--- src/hw/rtl/steq_pkg.sv ---
// shared types, codes and constants for the sorted timer event queue
package steq_pkg;

    // default pool depth and fixed limits
    localparam int POOL_SIZE_DEF = 32;
    localparam int MAX_RESULTS   = 32;
    localparam int CNT_W         = $clog2(MAX_RESULTS + 1);
    localparam logic [31:0] TICK_NS_RESET = 32'd1000000;

    // operation codes of the func field
    localparam logic [1:0] FUNC_POST   = 2'd0;
    localparam logic [1:0] FUNC_DELETE = 2'd1;
    localparam logic [1:0] FUNC_TICK   = 2'd2;

    // result status codes
    localparam logic [2:0] ST_POSTED    = 3'd0;
    localparam logic [2:0] ST_FULL      = 3'd1;
    localparam logic [2:0] ST_DELETED   = 3'd2;
    localparam logic [2:0] ST_NOT_FOUND = 3'd3;
    localparam logic [2:0] ST_EXPIRED   = 3'd4;
    localparam logic [2:0] ST_NONE      = 3'd5;

    // input beat
    typedef struct packed {
        logic [1:0]  func;
        logic [63:0] event_time;
        logic [15:0] handler_id;
        logic [31:0] param;
        logic [5:0]  entry_index;
    } req_t;

    // result beat
    typedef struct packed {
        logic [2:0]  status;
        logic [5:0]  result_index;
        logic [15:0] expired_handler;
        logic [31:0] expired_param;
        logic        last;
    } rsp_t;

    // controller states
    typedef enum logic [2:0] {
        S_IDLE,
        S_START,
        S_POP,
        S_WALK,
        S_FIN,
        S_TICK
    } state_t;

    // read address source for the entry memories
    typedef enum logic [1:0] {
        RD_HEAD,
        RD_FREE,
        RD_LINK
    } rd_sel_t;

    // link table update operations
    typedef enum logic [2:0] {
        LW_NONE,
        LW_POST_PREV,
        LW_POST_SELF,
        LW_DEL_PREV,
        LW_DEL_FREE,
        LW_TICK
    } link_op_t;

    // result beat sources
    typedef enum logic [2:0] {
        EM_NONE,
        EM_FULL,
        EM_POSTED,
        EM_DELETED,
        EM_NOT_FOUND,
        EM_NO_EXPIRY,
        EM_HOLD,
        EM_HOLD_LAST
    } emit_t;

    // commands from controller to datapath
    typedef struct packed {
        logic     load_item;
        rd_sel_t  rd_sel;
        logic     pop_free;
        logic     walk_init;
        logic     walk_step;
        logic     now_adv;
        logic     tick_init;
        link_op_t link_op;
        emit_t    emit;
    } cmd_t;

    // status from datapath to controller
    typedef struct packed {
        logic [1:0] func;
        logic       free_empty;
        logic       walk_cont;
        logic       found;
        logic       expire;
        logic       any_expired;
    } stat_t;

endpackage

--- src/hw/rtl/steq_ctrl.sv ---
// controller state machine of the sorted timer event queue
module steq_ctrl (
    input  logic            clk,
    input  logic            rst_n,
    input  logic            start,
    input  steq_pkg::stat_t stat,
    output steq_pkg::cmd_t  cmd,
    output logic            busy
);

    steq_pkg::state_t state_reg;
    steq_pkg::state_t state_next;

    // state register
    always_ff @(posedge clk or negedge rst_n)
    begin
        if (!rst_n)
        begin
            state_reg <= steq_pkg::S_IDLE;
        end
        else
        begin
            state_reg <= state_next;
        end
    end

    assign busy = (state_reg != steq_pkg::S_IDLE);

    // next state and commands
    always_comb
    begin
        state_next    = state_reg;
        cmd           = '0;
        cmd.rd_sel    = steq_pkg::RD_HEAD;
        cmd.link_op   = steq_pkg::LW_NONE;
        cmd.emit      = steq_pkg::EM_NONE;
        unique case (state_reg)
            steq_pkg::S_IDLE:
            begin
                if (start)
                begin
                    cmd.load_item = 1'b1;
                    state_next    = steq_pkg::S_START;
                end
            end
            steq_pkg::S_START:
            begin
                if (stat.func == steq_pkg::FUNC_POST)
                begin
                    if (stat.free_empty)
                    begin
                        cmd.emit   = steq_pkg::EM_FULL;
                        state_next = steq_pkg::S_IDLE;
                    end
                    else
                    begin
                        cmd.rd_sel = steq_pkg::RD_FREE;
                        state_next = steq_pkg::S_POP;
                    end
                end
                else if (stat.func == steq_pkg::FUNC_DELETE)
                begin
                    cmd.rd_sel    = steq_pkg::RD_HEAD;
                    cmd.walk_init = 1'b1;
                    state_next    = steq_pkg::S_WALK;
                end
                else if (stat.func == steq_pkg::FUNC_TICK)
                begin
                    cmd.rd_sel    = steq_pkg::RD_HEAD;
                    cmd.now_adv   = 1'b1;
                    cmd.tick_init = 1'b1;
                    state_next    = steq_pkg::S_TICK;
                end
                else
                begin
                    state_next = steq_pkg::S_IDLE;
                end
            end
            steq_pkg::S_POP:
            begin
                cmd.pop_free  = 1'b1;
                cmd.rd_sel    = steq_pkg::RD_HEAD;
                cmd.walk_init = 1'b1;
                state_next    = steq_pkg::S_WALK;
            end
            steq_pkg::S_WALK:
            begin
                if (stat.walk_cont)
                begin
                    cmd.walk_step = 1'b1;
                    cmd.rd_sel    = steq_pkg::RD_LINK;
                end
                else if (stat.func == steq_pkg::FUNC_POST)
                begin
                    cmd.link_op = steq_pkg::LW_POST_PREV;
                    state_next  = steq_pkg::S_FIN;
                end
                else if (stat.found)
                begin
                    cmd.link_op = steq_pkg::LW_DEL_PREV;
                    state_next  = steq_pkg::S_FIN;
                end
                else
                begin
                    cmd.emit   = steq_pkg::EM_NOT_FOUND;
                    state_next = steq_pkg::S_IDLE;
                end
            end
            steq_pkg::S_FIN:
            begin
                if (stat.func == steq_pkg::FUNC_POST)
                begin
                    cmd.link_op = steq_pkg::LW_POST_SELF;
                    cmd.emit    = steq_pkg::EM_POSTED;
                end
                else
                begin
                    cmd.link_op = steq_pkg::LW_DEL_FREE;
                    cmd.emit    = steq_pkg::EM_DELETED;
                end
                state_next = steq_pkg::S_IDLE;
            end
            steq_pkg::S_TICK:
            begin
                if (stat.expire)
                begin
                    cmd.link_op = steq_pkg::LW_TICK;
                    cmd.rd_sel  = steq_pkg::RD_LINK;
                    if (stat.any_expired)
                    begin
                        cmd.emit = steq_pkg::EM_HOLD;
                    end
                end
                else
                begin
                    if (stat.any_expired)
                    begin
                        cmd.emit = steq_pkg::EM_HOLD_LAST;
                    end
                    else
                    begin
                        cmd.emit = steq_pkg::EM_NO_EXPIRY;
                    end
                    state_next = steq_pkg::S_IDLE;
                end
            end
            default:
            begin
                state_next = steq_pkg::S_IDLE;
            end
        endcase
    end

endmodule

--- config.mk ---
export PLATFORM = sky130hd
export DESIGN_NAME = steq_ctrl
export DESIGN_NICKNAME = d
export VERILOG_FILES = /design/src/hw/rtl/steq_pkg.sv /design/src/hw/rtl/steq_ctrl.sv
export SDC_FILE = /design/constraint.sdc
export NUM_CORES = 1
export LEC_CHECK = 0
export ABC_AREA = 1
export BUFFER_PORTS_ARGS = -buffer_cell sky130_fd_sc_hd__buf_2
export CORE_AREA = 2 2 39 41
export CTS_BUF_LIST = sky130_fd_sc_hd__clkbuf_16
export DETAILED_ROUTE_END_ITERATION = 7
export DIE_AREA = 0 0 41 43
export GPL_ROUTABILITY_DRIVEN = 1
export GPL_TIMING_DRIVEN = 0
export SLEW_MARGIN = 20
export SYNTH_ARGS = -nofsm -noshare
export SYNTH_HDL_FRONTEND = slang
export SYNTH_SLANG_ARGS = --single-unit
--- constraint.sdc ---
create_clock -name clk -period 2.7 [get_ports clk]
set_input_delay 0.135 -clock clk [delete_from_list [all_inputs] [get_ports clk]]
set_output_delay 0.135 -clock clk [all_outputs]
set_load 0.01 [all_outputs]
==> key figures, run 1 <==
Detailed routing
  • Via count: 479
  • WL per Instance: 9.05 µm
  • DRT antenna net count: 0
  • DR vias/cell: 4.35
  • Residual DRC count: 0
  • Total wire length: 995 µm
  • Pre-Repair DR Iteration Count: 4
  • Initial DRC count: 6

STA
  • Unrepaired setup endpoints after global routing: false
  • Fmax: 654 MHz
  • Fin crit share: 56.7%
  • Tmin final: 1530 ps
  • Finish-stage setup viols: 0
  • Post-route clock skew: 0.458 ps
  • Worst Tran Pin Value: 226 ps
  • Max-slew violations: 0
  • Final hold vios: 0
  • Headroom to the max-slew limit: 84.9%
  • Setup TNS: 0 ps

Power and ir drop
  • Leak: 0.428 nW
  • Register share of total power: 15.6%
  • Switching share of power: 41.8%
  • Combinational share of power: 48.5%
  • Internal power: 377 µW
  • Sw power: 270 µW
  • Pwr Density: 1020 nW/µm²
  • Clock group share of total power: 35.9%
  • Tot Pwr: 647 µW
  • Peak supply drop: 535 µV

Synth
  • Mapped Area: 408 µm²
  • #FFs+latches synth: 3
  • Sequential area share after synthesis: 18.4%
  • Syn Area/Cell: 6.28 µm²
  • Mapped Cells: 65
  • Ys Warns: 0
  • Yosys cell types: 16
  • Syn Nets: 79

Cells and area
  • Max FFs per register: 3
  • Ant. Diodes: 0
  • Area growth syn-to-layout: 56.1%
  • Nets: 109
  • Final Instance Count excl. Fillers: 110
  • Share of post-route cells with drive strength above 1: 42.6%
  • Final Instance Area: 637 µm²
  • Fin util: 46.0%

Place
  • Hpwl dp: 803 µm
  • Port bufs: 24
  • GPL Wtd Cong: 0.850
  • Dpl cells: 105
  • Area after DPL: 548 µm²

Floorplanning
  • Initial Util: 29.5%
  • Boundary Pins: 25
  • Row count: 14
  • Core outline area: 1380 µm²
  • Die Y: 43 µm
  • Die area: 1760 µm²
  • Chip width: 41 µm

Clock network
  • Clk Latency, worst-skew pair: 220 ps
  • Clock root cell: clkbuf_16
  • Num CTS Buffers: 3
  • CTS max path bufs: 2
  • Post-CTS Hold Fix Bufs: 1
  • Post-CTS Resized: 0
  • TritonCTS clock tree: done
  • Buffer count from post-CTS setup fixing: 0
  • H-tree levels: 1
  • TritonCTS Sinks: 3
  • Reg clk slew, reported paths: 30 ps

Worst setup path
  • CP Buf/Inv Count: 4
  • CP max stage delay: 430 ps
  • Setup crit end kind: output port
  • Crit-path max FO: 5
  • CP delay by family, top: flip-flops
  • Slowest cell on the critical path: dfrtp_1
  • Reg2reg setup slack: 1560 ps
  • WS Path Type: flop to output port
  • Data arrival, critical path: 1390 ps
  • CP Launch Type: flop
  • Req. time, crit path: 2570 ps
  • Critical-path cell list: inv_2, nand2_2, nor2_2, nand2_1, inv_1, buf_4, buf_2

Outcome
  • Status: completed

Global route
  • Vias in the first global route: 449
  • Gr ovfl total: 0
  • Global-route wire length before repair: 1.70 mm
  • Total GRT Usage: 14.2%
  • Initial antenna violation count: 0
  • Largest net degree at the start of global routing: 8

Job
  • # Max-Cap Violations: 0

Min path
  • Hold Path Class: input pin to async pin
==> per-layer routing <==
metal  vias to the layer above  wire length (µm)  track usage [%]  share of wire [%]
met5                         -                 0                0                  0
met4                         0                 0             10.0                  0
met3                         0                52             1.57                5.2
met2                        14               511             23.8                 51
met1                       202               431             15.2                 43
li1                        263                 -                -                  -
==> final timing paths <==
kind | start | endpoint | depth (start not counted)
hold reg to reg | state_reg[1] | state_reg[1] | 2
min in group clk | stat[4] | state_reg[1] | 4
setup reg to reg | state_reg[2] | state_reg[2] | 7
setup / recovery | state_reg[2] | cmd[7] | 7
hold / removal | rst_n | state_reg[2] | 2
max in group asynchronous | rst_n | state_reg[0] | 2
==> final cells by class <==
class	instances	area, µm²
clock inverters	1	3.75
well taps	16	20.0
plain buffers	1	7.51
clock buffers	3	75.1
multi-input cells	47	273
flip-flops and latches	3	75.1
inverters	14	52.6
fillers	147	747
repair buffers	25	130
==> stage by stage <==
| stage | hold slack [ps] | setup slack [ps] |
|---|---|---|
| detailed placement | -67.8 | 1390 |
| floorplan | -161 | 1530 |
| CTS | 228 | 1150 |
| finish | 238 | 1170 |
| global route | 254 | 1010 |
| global placement | -67.8 | 1400 |
==> cell usage in the layout, fill, tap and decap left out, drive strengths merged <==
cell	instances
buf	25
nand2	18
inv	15
nor2	10
nand3	5
nand4	5
o21ai	4
ha	4
clkbuf	3
dfrtp	3
or2	1
dlygate4sd3	1
==> power groups by stage <==
stage / combinational, mW / sequential (mW) / clock [mW]
final: 0.314 / 0.101 / 0.232
after global routing: 0.360 / 0.104 / 0.242
after CTS: 0.321 / 0.101 / 0.238
after detailed placement: 0.317 / 0.101 / 0
after global placement: 0.314 / 0.100 / 0
after floorplan: 0.217 / 0.0951 / 0
==> synth_stat cells <==
| cell type | number | share of area [%] |
|---|---|---|
| nand2_2 | 3 | 4.6 |
| ha_1 | 4 | 12 |
| nor2_4 | 1 | 2.8 |
| nand2_1 | 15 | 14 |
| o21ai_0 | 4 | 4.9 |
| nand4_1 | 3 | 4.6 |
| inv_1 | 11 | 10 |
| dfrtp_1 | 3 | 18 |
| inv_2 | 3 | 2.8 |
| nor2_2 | 1 | 1.5 |
| nor2_1 | 8 | 7.4 |
| buf_4 | 1 | 1.8 |
| nand3_1 | 4 | 4.9 |
| or2_2 | 1 | 1.5 |
| nand3_2 | 1 | 2.5 |
| nand4_2 | 2 | 6.1 |
==> kinds of logic after synthesis <==
logic type / share of synthesized area (%)
AO/OA/AOI/OAI: 4.91
adder cells (fa/ha/maj): 12.3
buffers and inverters: 14.7
flip-flops: 18.4
AND/OR/NAND/NOR: 49.7
==> worst register-to-register path, delay by kind of cell (launching register included) <==
| family | cells | cell delay, ps |
|---|---|---|
| DFF | 1 | 430 |
| and+or+nand+nor | 6 | 520 |
| buffers and inverters | 1 | 130 |
Power figures use the tool's default switching activity.
==> run 2, diff against run 1 <==
--- a/config.mk
+++ b/config.mk
@@ -5,7 +5,7 @@
 export SDC_FILE = /design/constraint.sdc
 export NUM_CORES = 1
 export LEC_CHECK = 0
-export ABC_AREA = 1
+export ABC_AREA = 0
 export BUFFER_PORTS_ARGS = -buffer_cell sky130_fd_sc_hd__buf_2
 export CORE_AREA = 2 2 39 41
 export CTS_BUF_LIST = sky130_fd_sc_hd__clkbuf_16
==> constraint.sdc (replaced) <==
create_clock -name clk -period 1.2 [get_ports clk]
set_input_delay 0.06 -clock clk [delete_from_list [all_inputs] [get_ports clk]]
set_output_delay 0.06 -clock clk [all_outputs]
set_load 0.01 [all_outputs]
==> run 2 against run 1 <==
  * The flow now finishes with violations (setup timing)
  * Die area unchanged
  * Core utilization rose by 15 points
  * Non-clock buffer count is 12 higher
  * Cell area up 32%
  * Synthesized cell count is 15% lower
  * Routed wire length up 41%
  * First-iteration DRC count stayed put
  * Clock-buffer cell count unchanged
  * Global-route usage is 3.7 points higher
  * Critical path depth decreased by 2
  * Via count up 12%
  * Largest cell class unchanged
  * Largest power group unchanged
==> key figures, run 2 <==
Synth
  • Sequential area share after synthesis: 17.7% (-0.71 points)
  • Syn Area/Cell: 7.71 µm² (+23%)
  • EDFF count, synth: 0 (unchanged)
  • Area contributors post-synth: dfrtp_1 18%, ha_1 12%, inv_1 7.1%
  • Multiplexer share of the synthesized area: 0% (unchanged)
  • Mapped Area: 424 µm² (+4.0%)
  • Synth area leader: dfrtp_1
  • Syn Nets: 69 (-13%)
  • Largest family of logic cells by synthesized area: simple AND/OR/NAND/NOR gates
  • Post-synthesis adder-cell area fraction: 11.8% (-0.47 points)
  • Top-area cell type share of the netlist area: 17.7% (-0.71 points)
  • Simple-gate share of the synthesized area: 37.2% (-13 points)
  • Synth Area in Compound Gates: 19.5% (+15 points)
  • Ys Warns: 0 (unchanged)
  • Asr flop ratio synth: 100% (unchanged)
  • Count leader, synth: inv_1
  • Synth Flop Type: dfrtp_1
  • #FFs+latches synth: 3 (unchanged)
  • Yosys cell types: 30 (+14)
  • Mapped Cells: 55 (-15%)
  • Post-Synth XOR/XNOR Area: 0% (unchanged)
  • Commonest cells in the netlist: 8 x inv_1, 6 x nor2_1, 4 x a21oi_1, 4 x ha_1, 3 x dfrtp_1

Cells and area
  • Commonest non-fill, non-tap cell in the layout: buf_2
  • Ant. Diodes: 0 (unchanged)
  • Area growth syn-to-layout: 98.8%
  • Max FFs per register: 3 (unchanged)
  • Fin util: 60.9% (+15 points)
  • Nets: 108 (-0.92%)
  • Share of post-route cells with drive strength above 1: 64.5% (+22 points)
  • Most frequent cells in the layout: 24 x buf_2, 8 x inv_1, 7 x buf_6

Worst setup path
  • Slowest cell on the critical path: dfrtp_1
  • CP Launch Type: flop
  • Setup crit end kind: output port
  • CP Buf/Inv Count: 3 (-1)
  • Reg2reg setup slack: -220 ps (-1780 ps)
  • Crit-path max FO: 5 (unchanged)
  • Req. time, crit path: 1140 ps (-1430 ps)
  • Critical-path cell list: buf_6, inv_4, o41ai_4, and2_1, buf_2
  • CP delay by family, top: flip-flops
  • Data arrival, critical path: 1410 ps (+20 ps)
  • CP max stage delay: 370 ps (-60 ps)
  • Reg-to-Reg End: state_reg[1]
  • WS Path Type: flop to output port
  • Worst reg-to-reg path cell count: 4 (-3)
  • CP Depth: 5 (-2)
  • Reg2reg start: state_reg[1]

Power and ir drop
  • Peak supply drop: 1250 µV (+130%)
  • Leak: 0.447 nW (+4.3%)
  • Pwr Density: 2280 nW/µm² (+120%)
  • Tot Pwr: 1.93 mW (+200%)

Floorplanning
  • Chip width: 41 µm (unchanged)
  • Boundary Pins: 25 (unchanged)
  • Row count: 14 (unchanged)
  • Initial Util: 30.7% (+1.2 points)
  • Die Y: 43 µm (unchanged)
  • Die area: 1760 µm² (unchanged)
  • Core outline area: 1380 µm² (unchanged)

Place
  • Port bufs: 24 (unchanged)
  • GPL Wtd Cong: 0.774 (-8.9%)
  • Hpwl dp: 858 µm (+6.9%)

Global route
  • Gr ovfl total: 0 (unchanged)
  • Total GRT Usage: 17.9% (+3.7 points)
  • Global-route wire length before repair: 2.05 mm (+21%)
  • Largest net degree at the start of global routing: 8 (unchanged)
  • Vias in the first global route: 428 (-4.7%)
  • Initial antenna violation count: 0 (unchanged)

STA
  • Tmin final: 1470 ps
  • Unrepaired setup endpoints after global routing: true
  • Final worst slack: -275 ps (-1450 ps)
  • Headroom to the max-slew limit: 80.9% (-4.0 points)
  • Fmax: 678 MHz
  • Final worst hold slack: 157 ps (-80.5 ps)
  • Fin crit share: 123%
  • Finish-stage setup viols: 16 (+16)
  • Post-route clock skew: 2.71 ps (+2.26 ps)
  • Max-slew violations: 0 (unchanged)
  • Final hold vios: 0 (unchanged)
  • Worst Tran Pin Value: 284 ps (+57.4 ps)

Detailed routing
  • Residual DRC count: 0 (unchanged)
  • DRT antenna net count: 0 (unchanged)
  • Via count: 538 (+12%)
  • WL per Instance: 12.8 µm (+42%)
  • Initial DRC count: 6 (unchanged)
  • DR vias/cell: 4.94 (+13%)
  • Total wire length: 1.40 mm (+41%)
  • Pre-Repair DR Iteration Count: 4 (unchanged)

Clock network
  • Num CTS Buffers: 3 (unchanged)
  • Clk Latency, worst-skew pair: 230 ps (about the same)
  • Clock root cell: clkbuf_16
  • CTS max path bufs: 2 (unchanged)
  • Reg clk slew, reported paths: 30 ps (about the same)
  • TritonCTS clock tree: done
  • TritonCTS Sinks: 3 (unchanged)
  • H-tree levels: 1 (unchanged)

Outcome
  • Status: complete, but fails checks
  • Failing checks: setup timing

Min path
  • Hold Path Class: input pin to async pin

Job
  • # Max-Cap Violations: 0 (unchanged)
==> run 2: cell count changes in the layout (fill, tap and decap cells not counted), moves of 3 or more <==
cell	previous run	this run
nand2_2	3	0
nand2_1	15	1
inv_2	3	0
buf_6	0	7
nand4_1	3	0
nand3_1	4	0
o21ai_0	4	0
buf_4	1	6
inv_1	12	8
nor2_1	8	4
==> run 2: report_power, final <==
group	switching, mW	leakage, nW	internal [mW]
logic	0.550	0.367	0.625
clock network	0.0985	0.0423	0.430
registers	0.0751	0.0372	0.148
total	0.723	0.447	1.20
==> run 2: worst register-to-register path, stage by stage, from the launching register on <==
cell	delay, ps
dfrtp_1	390
buf_6	150
nor2b_2	170
and3_4	170
or4_4	410
==> run 2: how the worst max path moves through the flow <==
stage | slack (ps) | end | startpoint
after floorplan | -100 | state_reg[1] | state_reg[1]
after global placement | -160 | state_reg[1] | state_reg[1]
after detailed placement | -170 | state_reg[1] | state_reg[1]
after CTS | -260 | cmd[3] | state_reg[1]
after global routing | -310 | cmd[3] | state_reg[1]
final | -270 | cmd[3] | state_reg[1]
==> run 2: timing repair <==
| item | 4_1_cts | 5_1_grt |
|---|---|---|
| gates cloned | 3 | 0 |
| endpoints found under the setup margin | 17 | 17 |
| gates resized for setup | 20 | 10 |
| pin swaps | 9 | 2 |
| buffers inserted | 6 | 0 |
| hold endpoints to repair | 3 | 0 |
| hold buffers | 1 | 0 |
==> run 2: kinds of logic after synthesis <==
logic type | Yosys count
flip-flops | 3
buffers and inverters | 12
adder cells (fa/ha/maj) | 4
AO/OA/AOI/OAI | 12
AND/OR/NAND/NOR | 24
==> run 2: routing by layer <==
| layer | vias up | GRT usage, % | part of all wire (%) |
|---|---|---|---|
| li1 | 264 | - | - |
| met2 | 17 | 27.8 | 51 |
| met1 | 254 | 21.9 | 42 |
| met5 | - | 0 | 0 |
| met3 | 3 | 4.71 | 5.1 |
| met4 | 0 | 8.00 | 1.4 |
==> run 2: layout make-up <==
cell class	instances	area, µm²
plain buffers	4	41.3
clock buffers	3	75.1
clock inverters	1	3.75
fillers	113	541
inverters	8	32.5
multi-input cells	40	382
flip-flops and latches	3	76.3
well taps	16	20.0
repair buffers	34	213
==> run 2: stage by stage <==
stage	instances	area (µm²)	setup WS, ps	TNS, ps
finish	109	843	-275	-2580
detailed placement	95	572	-169	-442
global placement	95	572	-158	-397
floorplan	55	432	-95.7	-95.7
global route	109	843	-308	-3510
CTS	109	806	-262	-2220
==> run 3, diff against run 2 <==
--- a/config.mk
+++ b/config.mk
@@ -13,6 +13,7 @@
 export DIE_AREA = 0 0 41 43
 export GPL_ROUTABILITY_DRIVEN = 1
 export GPL_TIMING_DRIVEN = 0
+export SKIP_CTS_REPAIR_TIMING = 1
 export SLEW_MARGIN = 20
 export SYNTH_ARGS = -nofsm -noshare
 export SYNTH_HDL_FRONTEND = slang
==> run 3 against run 2 <==
  * The flow still finishes with violations (setup timing)
  * Fmax decreased by 0.20%
  * Via count decreased by 0.74%
  * Core utilization decreased by 0.81 points
  * Flip-flop and latch count unchanged
  * Worst setup slack got worse by 2.9 ps
  * Routed wire length increased by 2.2%
  * Final cell count decreased by 0.92%
  * Hold slack got worse by 0.62 ps
  * Critical path depth decreased by 1
  * Cell area decreased by 1.3%
  * Critical path type unchanged
  * Critical endpoint unchanged
  * Largest power group unchanged
==> key figures, run 3 (synthesis gave the netlist of run 2 again) <==
Min path
  • Hold Path Class: input pin to async pin

Floorplanning
  • Row count: 14 (unchanged)
  • Boundary Pins: 25 (unchanged)
  • Core outline area: 1380 µm² (unchanged)
  • Initial Util: 30.7% (unchanged)
  • Die Y: 43 µm (unchanged)
  • Chip width: 41 µm (unchanged)
  • Die area: 1760 µm² (unchanged)

Clock network
  • H-tree levels: 1 (unchanged)
  • Reg clk slew, reported paths: 30 ps (about the same)
  • TritonCTS clock tree: done
  • Num CTS Buffers: 3 (unchanged)
  • CTS max path bufs: 2 (unchanged)
  • Clock root cell: clkbuf_16
  • TritonCTS Sinks: 3 (unchanged)
  • Clk Latency, worst-skew pair: 230 ps (about the same)

Worst setup path
  • CP Launch Type: flop
  • Reg-to-Reg End: state_reg[1]
  • Setup crit end kind: output port
  • Crit-path max FO: 5 (unchanged)
  • Reg2reg setup slack: -170 ps (+50 ps)
  • Worst reg-to-reg path cell count: 5 (+1)
  • WS Path Type: flop to output port
  • Req. time, crit path: 1140 ps (about the same)
  • Reg2reg start: state_reg[1]
  • Data arrival, critical path: 1420 ps (about the same)

Outcome
  • Failing checks: setup timing
  • Status: complete, but fails checks

Cells and area
  • Area growth syn-to-layout: 96.2%
  • Fin util: 60.1% (-0.81 points)
  • Max FFs per register: 3 (unchanged)
  • Most frequent cells in the layout: 25 x buf_2, 8 x inv_1, 6 x buf_6
  • Final Instance Area: 832 µm² (-1.3%)
  • Nets: 107 (-0.93%)
  • Multi-input gate area: 378 µm² (-0.98%)
  • Final Instance Count excl. Fillers: 108 (-0.92%)
  • Total area of sequential cells: 77.6 µm² (+1.6%)
  • FILL cells: 118 (+4.4%)
  • Commonest non-fill, non-tap cell in the layout: buf_2
  • Share of post-route cells with drive strength above 1: 60.9% (-3.6 points)
  • Ant. Diodes: 0 (unchanged)

STA
  • Fin crit share: 123% (+0.24 points)
  • Max-slew violations: 0 (unchanged)
  • Fmax: 677 MHz (-0.20%)
  • Final worst slack: -278 ps (-2.90 ps)
  • Final hold vios: 0 (unchanged)
  • Worst Tran Pin Value: 257 ps (-27.1 ps)
  • Headroom to the max-slew limit: 82.8% (+1.9 points)
  • Unrepaired setup endpoints after global routing: true
  • Setup TNS: -2500 ps (+77.0 ps)
  • Final worst hold slack: 156 ps (-0.622 ps)
  • Tmin final: 1480 ps (+2.90 ps)
  • Finish-stage setup viols: 16 (unchanged)
  • Post-route clock skew: 3.85 ps (+1.14 ps)

Place
  • GPL Wtd Cong: 0.774 (unchanged)
  • Dpl cells: 95 (unchanged)
  • DP Worst Slack: -169 ps (unchanged)
  • Hpwl dp: 858 µm (unchanged)
  • Port bufs: 24 (unchanged)
  • Area after DPL: 572 µm² (unchanged)

Global route
  • Global-route wire length before repair: 1.68 mm (-18%)
  • Initial antenna violation count: 0 (unchanged)
  • Largest net degree at the start of global routing: 11 (+3)
  • Gr ovfl total: 0 (unchanged)
  • Total GRT Usage: 14.5% (-3.4 points)
  • Vias in the first global route: 373 (-13%)

Detailed routing
  • Initial DRC count: 7 (+1)
  • Via count: 534 (-0.74%)
  • Pre-Repair DR Iteration Count: 4 (unchanged)
  • WL per Instance: 13.2 µm (+3.2%)
  • DR vias/cell: 4.94 (+0.18%)
  • DRT antenna net count: 0 (unchanged)
  • Total wire length: 1.43 mm (+2.2%)
  • Residual DRC count: 0 (unchanged)

Job
  • # Max-Cap Violations: 0 (unchanged)

Power and ir drop
  • Tot Pwr: 1.92 mW (-0.34%)
  • Leak: 0.437 nW (-2.2%)
  • Pwr Density: 2310 nW/µm² (+1.0%)
  • Peak supply drop: 1140 µV (-8.7%)
-- run 3: cell types whose count changed in the layout (fill, tap and decap cells not counted), sizes merged --
cell and delta:
buf -1
-- run 3: critical path: stages, from the launching register on --
cell and delay [ps]:
dfrtp_2 430, buf_6 150, o41ai_4 330, and2_1 160
buf_2 120
-- run 3: final cells by class --
cell class | instances | area share, %
repair buffers | 33 | 23.9
flip-flops and latches | 3 | 9.32
inverters | 8 | 4.51
well taps | 16 | 2.41
plain buffers | 4 | 4.96
clock inverters | 1 | 0.451
multi-input cells | 40 | 45.4
clock buffers | 3 | 9.02
-- run 3: how the worst max path moves through the flow --
stage | from | endpoint | slack [ps]
4_1_cts | state_reg[2] | cmd[3] | -370
2_1_floorplan | state_reg[1] | state_reg[1] | -100
3_5_place_dp | state_reg[1] | state_reg[1] | -170
6_report | state_reg[2] | cmd[3] | -280
3_3_place_gp | state_reg[1] | state_reg[1] | -160
5_1_grt | state_reg[2] | cmd[3] | -320
-- run 3: layer usage --
layer / wire length, µm / part of all wire [%] / vias up / GRT usage (%)
li1: - / - / 266 / -
met2: 698 / 49 / 15 / 21.3
met5: 0 / 0 / - / 0
met3: 70 / 4.9 / 3 / 4.71
met4: 24 / 1.7 / 0 / 8.00
met1: 636 / 44 / 250 / 17.7
-- run 3: where the power goes --
group / internal [mW] / total, mW / switching, mW
clock: 0.431 / 0.533 / 0.102
combinational: 0.602 / 1.15 / 0.547
sequential: 0.150 / 0.238 / 0.0880
